==> src/sv/pkr_pkg.sv <==
// shared types, constants and letter coding for the two-bit nucleotide packer
package pkr_pkg;

  localparam int IdWidth    = 31;
  localparam int QueueDepth = 4;
  localparam int QueuePtrW  = $clog2(QueueDepth);
  localparam int DivSteps   = IdWidth;
  localparam int DivCountW  = $clog2(DivSteps);

  localparam logic [7:0] CH_A_UP = 8'h41;
  localparam logic [7:0] CH_C_UP = 8'h43;
  localparam logic [7:0] CH_G_UP = 8'h47;
  localparam logic [7:0] CH_T_UP = 8'h54;
  localparam logic [7:0] CH_A_LO = 8'h61;
  localparam logic [7:0] CH_C_LO = 8'h63;
  localparam logic [7:0] CH_G_LO = 8'h67;
  localparam logic [7:0] CH_T_LO = 8'h74;

  localparam logic [1:0] CODE_A = 2'd0;
  localparam logic [1:0] CODE_C = 2'd1;
  localparam logic [1:0] CODE_G = 2'd2;
  localparam logic [1:0] CODE_T = 2'd3;

  localparam logic [1:0] KIND_BASES = 2'd0;
  localparam logic [1:0] KIND_TAG   = 2'd1;
  localparam logic [1:0] KIND_QUERY = 2'd2;

  localparam logic       REG_REDUNDANCY = 1'b0;
  localparam logic [7:0] REDUNDANCY_RST = 8'd1;

  typedef struct packed {
    logic               has_byte;
    logic [7:0]         byte_val;
    logic               is_final;
    logic [IdWidth-1:0] seq_id;
    logic               qry;
  } cmd_t;

  typedef struct packed {
    logic empty;
    logic full;
  } queue_status_t;

  typedef enum logic [2:0] {
    ST_IDLE,
    ST_BYTE,
    ST_TRAIL,
    ST_DIV,
    ST_TAG,
    ST_QUERY
  } back_state_t;

  function automatic logic [1:0] code_of(input logic [7:0] ch);
    logic [1:0] c;
    case (ch)
      CH_C_UP, CH_C_LO: c = CODE_C;
      CH_G_UP, CH_G_LO: c = CODE_G;
      CH_T_UP, CH_T_LO: c = CODE_T;
      default:          c = CODE_A;
    endcase
    return c;
  endfunction

endpackage

==> src/sv/dna_seed_packer_2bit.sv <==
// top level: config register, front end, command queue and back end
// letters are taken one beat per cycle while the 4-entry command queue has room
// a packed byte goes via the command queue and back end byte state into the output register
// a sequence end runs trailer, divide, tag and query states if redundancy is above 1
// (else trailer, query); the divide is the bit-serial remainder unit (one id bit per cycle)
// synchronous reset empties the queue and output, clears packing state, redundancy to 1
module dna_seed_packer_2bit (
  input  logic        clk,
  input  logic        rst,
  input  logic        psel,
  input  logic        penable,
  input  logic        pwrite,
  input  logic [2:0]  paddr,
  input  logic [31:0] pwdata,
  output logic [31:0] prdata,
  output logic        pready,
  input  logic        in_valid,
  output logic        in_stall,
  input  logic [7:0]  letter,
  input  logic        carries_letter,
  input  logic        final_letter,
  input  logic [30:0] sequence_id,
  input  logic        query_flag,
  output logic        out_valid,
  input  logic        out_stall,
  output logic [7:0]  out_byte,
  output logic [1:0]  byte_kind,
  output logic        end_of_seed
);

  logic [7:0] redundancy;
  logic       reg_hit;
  logic       accept;
  logic       push;
  logic       pop;

  pkr_pkg::cmd_t          front_cmd;
  pkr_pkg::cmd_t          q_cmd;
  pkr_pkg::queue_status_t q_status;

  assign pready  = 1'b1;
  assign reg_hit = (paddr[2] == pkr_pkg::REG_REDUNDANCY);
  assign prdata  = reg_hit ? {24'd0, redundancy} : 32'd0;

  always_ff @(posedge clk) begin
    if (rst) begin
      redundancy <= pkr_pkg::REDUNDANCY_RST;
    end else if (psel && penable && pwrite && reg_hit) begin
      redundancy <= pwdata[7:0];
    end
  end

  assign in_stall = q_status.full;
  assign accept   = in_valid && !in_stall;

  pkr_front u_front (
    .clk            (clk),
    .rst            (rst),
    .accept         (accept),
    .letter         (letter),
    .carries_letter (carries_letter),
    .final_letter   (final_letter),
    .sequence_id    (sequence_id),
    .query_flag     (query_flag),
    .push           (push),
    .cmd            (front_cmd)
  );

  pkr_queue u_queue (
    .clk    (clk),
    .rst    (rst),
    .push   (push),
    .wr_cmd (front_cmd),
    .pop    (pop),
    .rd_cmd (q_cmd),
    .status (q_status)
  );

  pkr_back u_back (
    .clk         (clk),
    .rst         (rst),
    .redundancy  (redundancy),
    .q_status    (q_status),
    .q_cmd       (q_cmd),
    .pop         (pop),
    .out_valid   (out_valid),
    .out_stall   (out_stall),
    .out_byte    (out_byte),
    .byte_kind   (byte_kind),
    .end_of_seed (end_of_seed)
  );

endmodule

==> src/sv/pkr_front.sv <==
// front end: accepts letters, packs codes and builds byte and trailer commands
module pkr_front (
  input  logic                       clk,
  input  logic                       rst,
  input  logic                       accept,
  input  logic [7:0]                 letter,
  input  logic                       carries_letter,
  input  logic                       final_letter,
  input  logic [pkr_pkg::IdWidth-1:0] sequence_id,
  input  logic                       query_flag,
  output logic                       push,
  output pkr_pkg::cmd_t              cmd
);

  logic [1:0] base_count;
  logic [5:0] partial_bits;
  logic [1:0] base_count_next;
  logic [5:0] partial_bits_next;

  logic [1:0] code;
  logic [1:0] cnt_mid;
  logic [5:0] bits_mid;
  logic       full_byte;
  logic [7:0] full_val;
  logic [7:0] flush_val;

  always_comb begin
    code      = pkr_pkg::code_of(letter);
    cnt_mid   = base_count;
    bits_mid  = partial_bits;
    full_byte = 1'b0;
    full_val  = {partial_bits, code};
    if (carries_letter) begin
      if (base_count == 2'd3) begin
        full_byte = 1'b1;
        cnt_mid   = 2'd0;
        bits_mid  = 6'd0;
      end else begin
        cnt_mid  = base_count + 2'd1;
        bits_mid = {partial_bits[3:0], code};
      end
    end
    case (cnt_mid)
      2'd1:    flush_val = {bits_mid[1:0], 6'd0};
      2'd2:    flush_val = {bits_mid[3:0], 4'd0};
      2'd3:    flush_val = {bits_mid, 2'd0};
      default: flush_val = 8'd0;
    endcase

    cmd.has_byte = full_byte || (final_letter && (cnt_mid != 2'd0));
    cmd.byte_val = full_byte ? full_val : flush_val;
    cmd.is_final = final_letter;
    cmd.seq_id   = sequence_id;
    cmd.qry      = query_flag;
    push         = accept && (full_byte || final_letter);

    base_count_next   = final_letter ? 2'd0 : cnt_mid;
    partial_bits_next = final_letter ? 6'd0 : bits_mid;
  end

  always_ff @(posedge clk) begin
    if (rst) begin
      base_count   <= 2'd0;
      partial_bits <= 6'd0;
    end else if (accept) begin
      base_count   <= base_count_next;
      partial_bits <= partial_bits_next;
    end
  end

endmodule

==> src/sv/pkr_queue.sv <==
// short command queue between the front and back ends
module pkr_queue (
  input  logic                   clk,
  input  logic                   rst,
  input  logic                   push,
  input  pkr_pkg::cmd_t          wr_cmd,
  input  logic                   pop,
  output pkr_pkg::cmd_t          rd_cmd,
  output pkr_pkg::queue_status_t status
);

  pkr_pkg::cmd_t mem [pkr_pkg::QueueDepth];

  logic [pkr_pkg::QueuePtrW-1:0] wr_ptr;
  logic [pkr_pkg::QueuePtrW-1:0] rd_ptr;
  logic [pkr_pkg::QueuePtrW:0]   count;

  localparam logic [pkr_pkg::QueuePtrW:0] DepthVal = (pkr_pkg::QueuePtrW+1)'(pkr_pkg::QueueDepth);

  assign rd_cmd       = mem[rd_ptr];
  assign status.empty = (count == '0);
  assign status.full  = (count == DepthVal);

  always_ff @(posedge clk) begin
    if (push) begin
      mem[wr_ptr] <= wr_cmd;
    end
  end

  always_ff @(posedge clk) begin
    if (rst) begin
      wr_ptr <= '0;
      rd_ptr <= '0;
      count  <= '0;
    end else begin
      if (push) begin
        wr_ptr <= wr_ptr + 1'b1;
      end
      if (pop) begin
        rd_ptr <= rd_ptr + 1'b1;
      end
      case ({push, pop})
        2'b10:   count <= count + 1'b1;
        2'b01:   count <= count - 1'b1;
        default: count <= count;
      endcase
    end
  end

endmodule

==> src/sv/pkr_back.sv <==
// back end: emits packed bytes, computes the tag remainder bit-serially, emits trailer
module pkr_back (
  input  logic                    clk,
  input  logic                    rst,
  input  logic [7:0]              redundancy,
  input  pkr_pkg::queue_status_t  q_status,
  input  pkr_pkg::cmd_t           q_cmd,
  output logic                    pop,
  output logic                    out_valid,
  input  logic                    out_stall,
  output logic [7:0]              out_byte,
  output logic [1:0]              byte_kind,
  output logic                    end_of_seed
);

  pkr_pkg::back_state_t state;
  pkr_pkg::back_state_t state_next;

  pkr_pkg::cmd_t                 cur;
  logic [pkr_pkg::IdWidth-1:0]   dividend;
  logic [pkr_pkg::IdWidth-1:0]   dividend_next;
  logic [7:0]                    rem;
  logic [7:0]                    rem_next;
  logic [pkr_pkg::DivCountW-1:0] step;
  logic [pkr_pkg::DivCountW-1:0] step_next;

  logic       slot_free;
  logic       load;
  logic [7:0] load_byte;
  logic [1:0] load_kind;
  logic       load_last;
  logic [8:0] trial;
  logic [8:0] diff;

  localparam logic [pkr_pkg::DivCountW-1:0] LastStep = pkr_pkg::DivCountW'(pkr_pkg::DivSteps - 1);

  assign slot_free = !out_valid || !out_stall;

  always_comb begin
    state_next = state;
    case (state)
      pkr_pkg::ST_IDLE: begin
        if (!q_status.empty) begin
          state_next = q_cmd.has_byte ? pkr_pkg::ST_BYTE : pkr_pkg::ST_TRAIL;
        end
      end
      pkr_pkg::ST_BYTE: begin
        if (slot_free) begin
          state_next = cur.is_final ? pkr_pkg::ST_TRAIL : pkr_pkg::ST_IDLE;
        end
      end
      pkr_pkg::ST_TRAIL: begin
        state_next = (redundancy > 8'd1) ? pkr_pkg::ST_DIV : pkr_pkg::ST_QUERY;
      end
      pkr_pkg::ST_DIV: begin
        if (step == LastStep) begin
          state_next = pkr_pkg::ST_TAG;
        end
      end
      pkr_pkg::ST_TAG: begin
        if (slot_free) begin
          state_next = pkr_pkg::ST_QUERY;
        end
      end
      pkr_pkg::ST_QUERY: begin
        if (slot_free) begin
          state_next = pkr_pkg::ST_IDLE;
        end
      end
      default: state_next = pkr_pkg::ST_IDLE;
    endcase
  end

  always_comb begin
    pop           = 1'b0;
    load          = 1'b0;
    load_byte     = cur.byte_val;
    load_kind     = pkr_pkg::KIND_BASES;
    load_last     = 1'b0;
    dividend_next = dividend;
    rem_next      = rem;
    step_next     = step;
    trial         = {rem, dividend[pkr_pkg::IdWidth-1]};
    diff          = trial - {1'b0, redundancy};
    case (state)
      pkr_pkg::ST_IDLE: begin
        pop = !q_status.empty;
      end
      pkr_pkg::ST_BYTE: begin
        load = slot_free;
      end
      pkr_pkg::ST_TRAIL: begin
        dividend_next = cur.seq_id;
        rem_next      = 8'd0;
        step_next     = '0;
      end
      pkr_pkg::ST_DIV: begin
        dividend_next = {dividend[pkr_pkg::IdWidth-2:0], 1'b0};
        rem_next      = (trial >= {1'b0, redundancy}) ? diff[7:0] : trial[7:0];
        step_next     = step + 1'b1;
      end
      pkr_pkg::ST_TAG: begin
        load      = slot_free;
        load_byte = rem;
        load_kind = pkr_pkg::KIND_TAG;
      end
      pkr_pkg::ST_QUERY: begin
        load      = slot_free;
        load_byte = {7'd0, cur.qry};
        load_kind = pkr_pkg::KIND_QUERY;
        load_last = 1'b1;
      end
      default: begin
        pop = 1'b0;
      end
    endcase
  end

  always_ff @(posedge clk) begin
    if (rst) begin
      state     <= pkr_pkg::ST_IDLE;
      out_valid <= 1'b0;
    end else begin
      state <= state_next;
      if (load) begin
        out_valid <= 1'b1;
      end else if (!out_stall) begin
        out_valid <= 1'b0;
      end
    end
  end

  always_ff @(posedge clk) begin
    if (pop) begin
      cur <= q_cmd;
    end
    if (load) begin
      out_byte    <= load_byte;
      byte_kind   <= load_kind;
      end_of_seed <= load_last;
    end
    dividend <= dividend_next;
    rem      <= rem_next;
    step     <= step_next;
  end

endmodule
==> config.mk <==
export PLATFORM = sky130hd
export DESIGN_NAME = dna_seed_packer_2bit
export DESIGN_NICKNAME = d
export VERILOG_FILES = /design/src/sv/pkr_pkg.sv /design/src/sv/dna_seed_packer_2bit.sv /design/src/sv/pkr_front.sv /design/src/sv/pkr_queue.sv /design/src/sv/pkr_back.sv
export SDC_FILE = /design/constraint.sdc
export NUM_CORES = 1
export LEC_CHECK = 0
export ABC_AREA = 1
export ABC_CLOCK_PERIOD_IN_PS = 6600
export BUFFER_PORTS_ARGS = -buffer_cell sky130_fd_sc_hd__buf_2
export CELL_PAD_IN_SITES_DETAIL_PLACEMENT = 0
export CELL_PAD_IN_SITES_GLOBAL_PLACEMENT = 2
export CORE_ASPECT_RATIO = 0.5
export CORE_MARGIN = 5
export CORE_UTILIZATION = 42
export DETAILED_ROUTE_END_ITERATION = 10
export PLACE_DENSITY_LB_ADDON = 0.1
export SKIP_CTS_REPAIR_TIMING = 1
export SLEW_MARGIN = 20
export SYNTH_ARGS = -nofsm -noshare
export SYNTH_HDL_FRONTEND = slang
export SYNTH_SLANG_ARGS = --single-unit
==> constraint.sdc <==
create_clock -name clk -period 6.6 [get_ports clk]
set_clock_uncertainty 0.1 [all_clocks]
set_input_delay 1.32 -clock clk [delete_from_list [all_inputs] [get_ports clk]]
set_output_delay 1.32 -clock clk [all_outputs]
set_load 0.05 [all_outputs]
# After elaboration in Yosys (flattened, before gate mapping)
# Memories as Yosys holds them, arrays and structs flattened. A register that Yosys moved wholly into a read port is not among the register bits.
# Cells that the tools add are included.
# word_totals
ff_bits	123
romBits	0
out_inout_bits	46
ramBits	168
latch_bits	0
mem_count	1
word_cells	114
input_bits	84
# mem_list
name	words	width	rd	rd_ports_with_merged_regs	write_ports	line	source
u_queue.mem	4	42	1	1	1	pkr_queue.sv:12	pkr_pkg::cmd_t mem [pkr_pkg::QueueDepth];
# op_classes
div	0
order_cmp	2
shift	0
multipliers	0
eq_ne	25
add_sub_neg	7
bitwise_logic	1
reduce_logical	23
n_mux	37
# ops
cell	n
$pmux 31 s2	1
$eq 8x7->1 const B	6
$pmux 8 s2	2
$mux 8	3
$pmux 8 s3	1
$mux 3	6
$mux 6	3
$pmux 3 s6	1
$mux 2	7
$ne 2x1->1 const B	5
$pmux 5 s2	1
$eq 3x3->1 const B	3
$ge 9x8->1	1
$mux 1	9
$eq 2x2->1 const B	4
$gt 8x1->1 const B	1
$sub 8x8->8	1
$add 2x1->2 const B	3
$eq 3x2->1 const B	2
$logic_and 1x1->1	6
$logic_not 3->1	2
$pmux 2 s3	1
$pmux 3 s2	1
$reduce_bool 2->1	3
other kinds (14)	22

# Logic depth before layout (Yosys ltp)
# Gate-level depths: netlist of run 1.
# logic_depth
depth_word	7
ltp_mapped	13
depth_no_buf	13

# Hierarchy
# Synthesis of run 1 repeated with hierarchy kept, for this count alone.
# hier_totals
hier_cells	1126
hier_area_um2	12705.9
# modules_own_cells
mod	cells_per_inst	area_each_um2	seq_area_each_um2	instances
pkr_queue	464	6660.1	5225.0	1
pkr_back	412	4491.8	2962.8	1
pkr_front	150	887.1	160.2	1
dna_seed_packer_2bit	100	666.9	160.2	1

# Worst setup path before layout of run 1
# No wires, ideal clock.
# synth_timing
kind	input port to flip-flop
start	in carries_letter
end	mem u_queue.mem[0][0] (netlist name), enable pin
setup_ns	0.442
slack_ns	2.360
arrival_ns	3.698
t_required_ns	6.058
path_stages	5
n_path_buf	1
cell_sequence	buf_2 -> nand2_1 -> inv_1 -> o211ai_2 -> nor2_1
# synth_via
elab_chain_len	5
# synth_rtl
item	line	source
start: declaration	dna_seed_packer_2bit.sv:20	input logic carries_letter,
$mux 1	pkr_front.sv:33	if (carries_letter) begin
$logic_or 1x1->1	pkr_front.sv:55	push = accept && (full_byte || final_letter);
$logic_and 1x1->1	pkr_front.sv:55	
$mux 1	pkr_queue.sv:25	if (push) begin
$mux 1 (not written as such)	pkr_queue.sv:26	mem[wr_ptr] <= wr_cmd;
end: declaration	pkr_queue.sv:12	
# No other way between the ends.

# Final worst setup path of run 1
# layout_timing
start	in paddr[2]
end	out prdata[4]
# layout_via
elab_chain_len	1
# layout_rtl
item	line	source
start: declaration	dna_seed_packer_2bit.sv:13	input logic [2:0] paddr,
$mux 8	dna_seed_packer_2bit.sv:43	assign prdata = reg_hit ? {24'd0, redundancy} : 32'd0;
end: declaration	dna_seed_packer_2bit.sv:15	output logic [31:0] prdata,
# No other way between the ends.

==> results of run 1 <==
[cell families after synthesis]
group	synth area share, %
AOI/OAI and AO/OA	9.04
xor gates and xnor gates	0.364
adders and majority gates	1.99
buffers and inverters	5.31
DFF	70.4
other	0.0623
and+or+nand+nor	12.8
[power by group through the flow]
| stage | Sequential (mW) | Combinational [mW] | Clock, mW |
|---|---|---|---|
| finish | 2.54 | 1.29 | 1.40 |
| global route | 2.57 | 1.46 | 1.53 |
| CTS | 2.55 | 1.32 | 1.45 |
| detailed placement | 2.58 | 1.32 | 0 |
| global placement | 2.58 | 1.30 | 0 |
| floorplan | 2.66 | 0.855 | 0 |
[per-stage QoR]
step / util, % / setup slack, ps / instance area (sq um) / hold WS, ps / power, mW
floorplan: - / 2360 / 12100 / 336 / 3.51
global placement: 45.6 / 2780 / 12800 / 351 / 3.88
detailed placement: 45.6 / 2780 / 12800 / 359 / 3.90
CTS: 48.3 / 3340 / 13500 / 370 / 5.31
global route: 48.3 / 3170 / 13500 / 387 / 5.56
finish: 48.3 / 3330 / 13500 / 364 / 5.24
[worst max-delay path, cell delays in order]
cell	delay (ps)
buf_2	140
nor2_1	110
buf_2	270
[area by class of cell]
class	count	share of cell area (%)
Clock inverter	12	0.500
Sequential cell	292	62.7
Tap cell	382	3.53
Clock buffer	34	5.19
Timing Repair Buffer	88	3.46
Inverter	74	2.05
Multi-Input combinational cell	632	22.6
[worst min-delay path by stage]
| stage | depth (start not counted) | slack (ps) | to |
|---|---|---|---|
| 2_1_floorplan | 2 | 340 | flop |
| 3_3_place_gp | 2 | 350 | u_queue.rd_ptr[1] |
| 5_1_grt | 2 | 390 | flop |
| 3_5_place_dp | 2 | 360 | u_queue.rd_ptr[1] |
| 6_report | 2 | 360 | u_queue.rd_ptr[1] |
| 4_1_cts | 2 | 370 | u_queue.rd_ptr[1] |
[synthesized netlist by cell type (2+ instances only)]
| cell | count |
|---|---|
| ha_1 | 16 |
| xnor2_1 | 3 |
| edfxtp_1 | 263 |
| nor3_1 | 4 |
| nand2_2 | 2 |
| conb_1 | 2 |
| o22ai_1 | 45 |
| dfxtp_1 | 29 |
| nand3_1 | 21 |
| a21oi_1 | 33 |
| xor2_1 | 2 |
| o21ai_0 | 109 |
| buf_2 | 13 |
| o211ai_1 | 3 |
| inv_1 | 72 |
| clkbuf_1 | 27 |
| nor2_1 | 140 |
| inv_2 | 2 |
| a22oi_1 | 4 |
| nand2_1 | 202 |
| buf_4 | 26 |
| fa_1 | 2 |
| nand4_1 | 11 |
[state kept, by name, summed over array words and instances (netlist names), named ones only]
name	cells
u_queue.mem	168
u_back.cur	41
u_back.dividend	31
redundancy	8
u_back.out_byte	8
u_back.rem	8
u_front.partial_bits	6
u_back.step	5
u_back.state	3
u_queue.count	3
u_front.base_count	2
u_queue.rd_ptr	2
u_queue.wr_ptr	2
u_back.byte_kind	1
u_back.end_of_seed	1
u_back.out_valid	1
[layer usage]
metal  global-route usage (%)  vias up  part of all wire (%)
met4                     3.03        0                   1.4
met5                        0        -                     0
met3                     3.07       30                   4.8
li1                         -     3728                     -
met2                     26.6      134                    46
met1                     21.7     3602                    48
==> impl_metrics.csv, run 1 <==
group,metric,value,unit
synth,post_synth_num_cell_types,33,
power,power_frac_comb,24.6,%
clock_tree,cts.sink_count,292,
timing,period_needed,3270,ps
clock_tree,root_buffer,"clkbuf_16",
global_routing,grt_max_degree,86,
hold_path,hp-class,"reg -> reg",
drt,drt_iter0_markers,527,
final_layout,multiInputGateArea,3050,sq um
drt,wl_per_cell,16.9,microns
synth,synth.top_cells.by_area,"edfxtp_1, nand2_1, dfxtp_1",
synth,synth_top_area_share,65.6,%
floorplanning,start_util,43.1,%
worst_setup_path,rr_startpoint,"u_back.state[2]",
final_layout,drive_gt1_share,12.2,%
power,peakVddDrop,0.204,mV
clock_tree,htreeDepth,1,
placement,portBuffers,77,
final_layout,area_delta_synth_final,12.3,%
worst_setup_path,critPathMaxFanout,9,
drt,drtPass1Iterations,5,
timing,clock.fmax,0.306,GHz
timing,rsz0062_at_grt,"no",
global_routing,antenna_found_initial,0,
floorplanning,fp-row-count,43,
hold_path,min-delay-start,"u_queue.rd_ptr[1]",
worst_setup_path,worstPathRequired,5180,ps
drt,vias,7494,
final_layout,final_cell_mix,"edfxtp_1, nand2_1, nor2_1",
final_layout,n_antenna_cell,0,
placement,dp_cells,1468,
final_layout,regArea,8480,sq um
synth,syn_area,12000,sq um
synth,synth_warnings,0,
worst_setup_path,end_kind,"output pin",
worst_setup_path,arrival,1850,ps
clock_tree,numCtsBuffers,27,
run,maxCapViolCount,0,
synth,synth-seq-area-share,70.4,%
floorplanning,coreArea,28000,sq um
clock_tree,cts_tree,"built",
clock_tree,path_clk_slew,60,ps
power,p_int,3.53,mW
final_layout,layoutNonFillerInstCount,1514,
power,p_sw,1.71,mW
floorplanning,ios,130,
floorplanning,dieArea,32400,sq um
timing,final_max_slew_viol_count,0,
final_layout,nets,1217,
worst_setup_path,r2r_setup_slack,3670,ps
drt,drc,0,
global_routing,gr-usage-all-layers,15.7,%
drt,viasPerCell,4.95,
synth,synth_largest_area_cell,"edfxtp_1",
power,p_sw_share,32.6,%
drt,ant_nets,0,
floorplanning,dieHeight,130,microns
synth,synth-seq-cells,292,
synth,synthCells,1041,
power,power_density,387,nW/um^2
final_layout,fillCellCount,2556,
worst_setup_path,r2r-end,"u_queue.count[2]",
clock_tree,clk_latency,550,ps
synth,syn_area_per_cell,11.6,sq um
final_layout,final_common_cell,"edfxtp_1",
timing,relSlewSlack,33.6,%
timing,setup_viol,0,
power,p_leak,5.07,nW
synth,synthArstFlopShare,0,%
clock_tree,clockBufferDepth,3,
placement,place_hpwl,14.5,mm
placement,gp_congestion,0.796,
synth,ys.flop_type,"edfxtp_1",
timing,worst_pin_slew,992,ps
worst_setup_path,critPathKind,"in -> out",
worst_setup_path,worst-r2r-cell-count,11,
drt,routed_wl,25.5,mm
worst_setup_path,startpoint,"paddr[2]",
timing,finalCritPeriodShare,49.5,%
global_routing,grt_first_pass_wirelength,40.5,mm
power,seqPwrFrac,48.6,%
global_routing,grt_pass1_vias,7270,
timing,hold_viol_final,0,
timing,setup_tns,0,ps
status,status,"finished clean",
worst_setup_path,endpoint,"prdata[4]",
floorplanning,die_w,249,microns
worst_setup_path,cp-start-kind,"primary input",
power,p_clk_share,26.8,%
synth,synth_edf_count,263,
global_routing,grt_overflow,0,
No activity file was read; power rests on OpenSTA's default activity.
==> run 2, diff against run 1 <==
- ABC_CLOCK_PERIOD_IN_PS: 6600 -> 2700
- CORE_UTILIZATION: 42 -> 35
- clock period: 6.6 -> 2.7 ns (I/O delays scaled with it)
==> impl_metrics.csv, run 2 (synthesis results as in run 1) <==
group,metric,value,unit
timing,fin_ws,463,ps
final_layout,n_antenna_cell,0,
power,power_density,983,nW/um^2
worst_setup_path,worstPathCellList,"ha_1 -> nand2_1 -> inv_1 -> o211ai_2 -> ha_2 -> inv_1 -> fa_1 -> a21oi_1 -> o21ai_1 -> o21ai_1 -> a21oi_1",
timing,period_needed,2240,ps
placement,gp_congestion,0.785,
clock_tree,cts_tree,"built",
global_routing,grt_overflow,0,
placement,place_hpwl,16.0,mm
floorplanning,ios,130,
hold_path,hp-class,"in -> reg",
global_routing,grt_first_pass_wirelength,42.3,mm
drt,drtPass1Iterations,4,
worst_setup_path,crit_path_top_delay_cell,"fa_1",
worst_setup_path,cp-start-kind,"flop",
drt,vias,7538,
power,seqPwrFrac,45.3,%
global_routing,gr-usage-all-layers,13.9,%
worst_setup_path,end_kind,"flop",
final_layout,fillCellCount,3293,
final_layout,largestRegisters,"u_queue.mem: 168 flops, u_back.cur: 41 flops, u_back.dividend: 31 flops",
timing,clock.fmax,0.447,GHz
worst_setup_path,critPathMaxFanout,5,
power,p_int,9.36,mW
worst_setup_path,worstPathRequired,3040,ps
drt,ant_nets,0,
timing,final_max_slew_viol_count,0,
power,power_frac_comb,23.8,%
power,p_clk_share,30.9,%
worst_setup_path,critPathKind,"reg -> reg",
final_layout,largest_reg_flops,168,
clock_tree,root_buffer,"clkbuf_16",
final_layout,fin_area,14000,sq um
clock_tree,numCtsBuffers,28,
floorplanning,die_w,272,microns
power,total_power,13.8,mW
status,status,"finished clean",
floorplanning,start_util,35.2,%
global_routing,antenna_found_initial,0,
final_layout,regMostFlops,"u_queue.mem",
floorplanning,coreArea,34200,sq um
drt,routed_wl,27.0,mm
final_layout,final_common_cell,"edfxtp_1",
clock_tree,clk_latency,580,ps
final_layout,area_delta_synth_final,16.2,%
clock_tree,path_clk_slew,60,ps
placement,dp_cells,1544,
clock_tree,cts.sink_count,292,
power,p_sw_share,32.0,%
drt,viasPerCell,4.72,
power,p_leak,5.23,nW
clock_tree,clockBufferDepth,3,
placement,dpl_cell_area,13000,sq um
timing,setup_tns,0,ps
final_layout,final_cell_mix,"edfxtp_1, nand2_1, nor2_1",
final_layout,nets,1226,
clock_tree,htreeDepth,1,
global_routing,grt_pass1_vias,7490,
timing,finalCritPeriodShare,82.8,%
floorplanning,fp-row-count,48,
final_layout,drive_gt1_share,14.0,%
placement,portBuffers,77,
placement,dpl_worst_slack,295,ps
drt,wl_per_cell,16.9,microns
run,maxCapViolCount,0,
drt,drc,0,
worst_setup_path,max_stage_delay,380,ps
timing,setup_viol,0,
global_routing,grt_max_degree,85,
timing,hold_ws,68.5,ps
timing,worst_pin_slew,780,ps
worst_setup_path,arrival,2570,ps
timing,hold_viol_final,0,
timing,rsz0062_at_grt,"no",
power,p_sw,4.40,mW
floorplanning,dieHeight,141,microns
floorplanning,dieArea,38500,sq um
drt,drt_iter0_markers,384,
final_layout,fin_util,40.9,%
power,peakVddDrop,0.506,mV
final_layout,layoutNonFillerInstCount,1596,
timing,relSlewSlack,48.0,%
==> run 2: changes by cell type in the layout (fill, tap and decap cells not counted), moves of 3 or more <==
cell	previous run	this run
buf_12	0	6
bufinv_16	0	6
clkinvlp_4	0	3
clkbuf_1	7	2
==> run 2: cell type report <==
cell class	instances	area (sq um)	area share [%]
Sequential cell	292	8480	60.6
Clock buffer	30	708	5.06
Timing Repair Buffer	96	603	4.31
Inverter	74	278	1.98
Tap cell	450	563	4.02
Clock inverter	22	298	2.13
Multi-Input combinational cell	632	3070	21.9
==> run 2: power by group through the flow <==
stage | clock network [mW] | logic, mW | registers (mW)
final | 4.25 | 3.28 | 6.23
after global routing | 4.57 | 3.72 | 6.30
after CTS | 4.40 | 3.37 | 6.24
after detailed placement | 0 | 3.36 | 6.34
after global placement | 0 | 3.34 | 6.32
after floorplan | 0 | 2.12 | 6.50
==> run 2: worst paths after layout <==
kind	start	endpoint	slack, ps	depth (start not counted)
hold / removal	sequence_id[15]	u_queue.mem[3][16]	70	1
setup reg to reg	u_front.base_count[0]	u_queue.count[2]	460	11
hold reg to reg	u_front.partial_bits[0]	u_front.partial_bits[0]	360	2
setup / recovery	u_front.base_count[0]	u_queue.count[2]	460	11
==> run 2: critical path: cells and delay by family (launching register included) <==
kind | cells | cell delay, ps
adder cells (fa/ha/maj) | 3 | 800
buffers and inverters | 2 | 170
AO/OA/AOI/OAI | 5 | 630
flip-flops | 1 | 350
AND/OR/NAND/NOR | 1 | 80
==> run 2: metal layers <==
metal / track usage (%) / share of wire, % / up-vias
met5: 0 / 0 / -
met4: 2.83 / 1.6 / 0
met1: 20.0 / 50 / 3632
met2: 22.1 / 44 / 120
met3: 2.72 / 3.8 / 32
li1: - / - / 3754
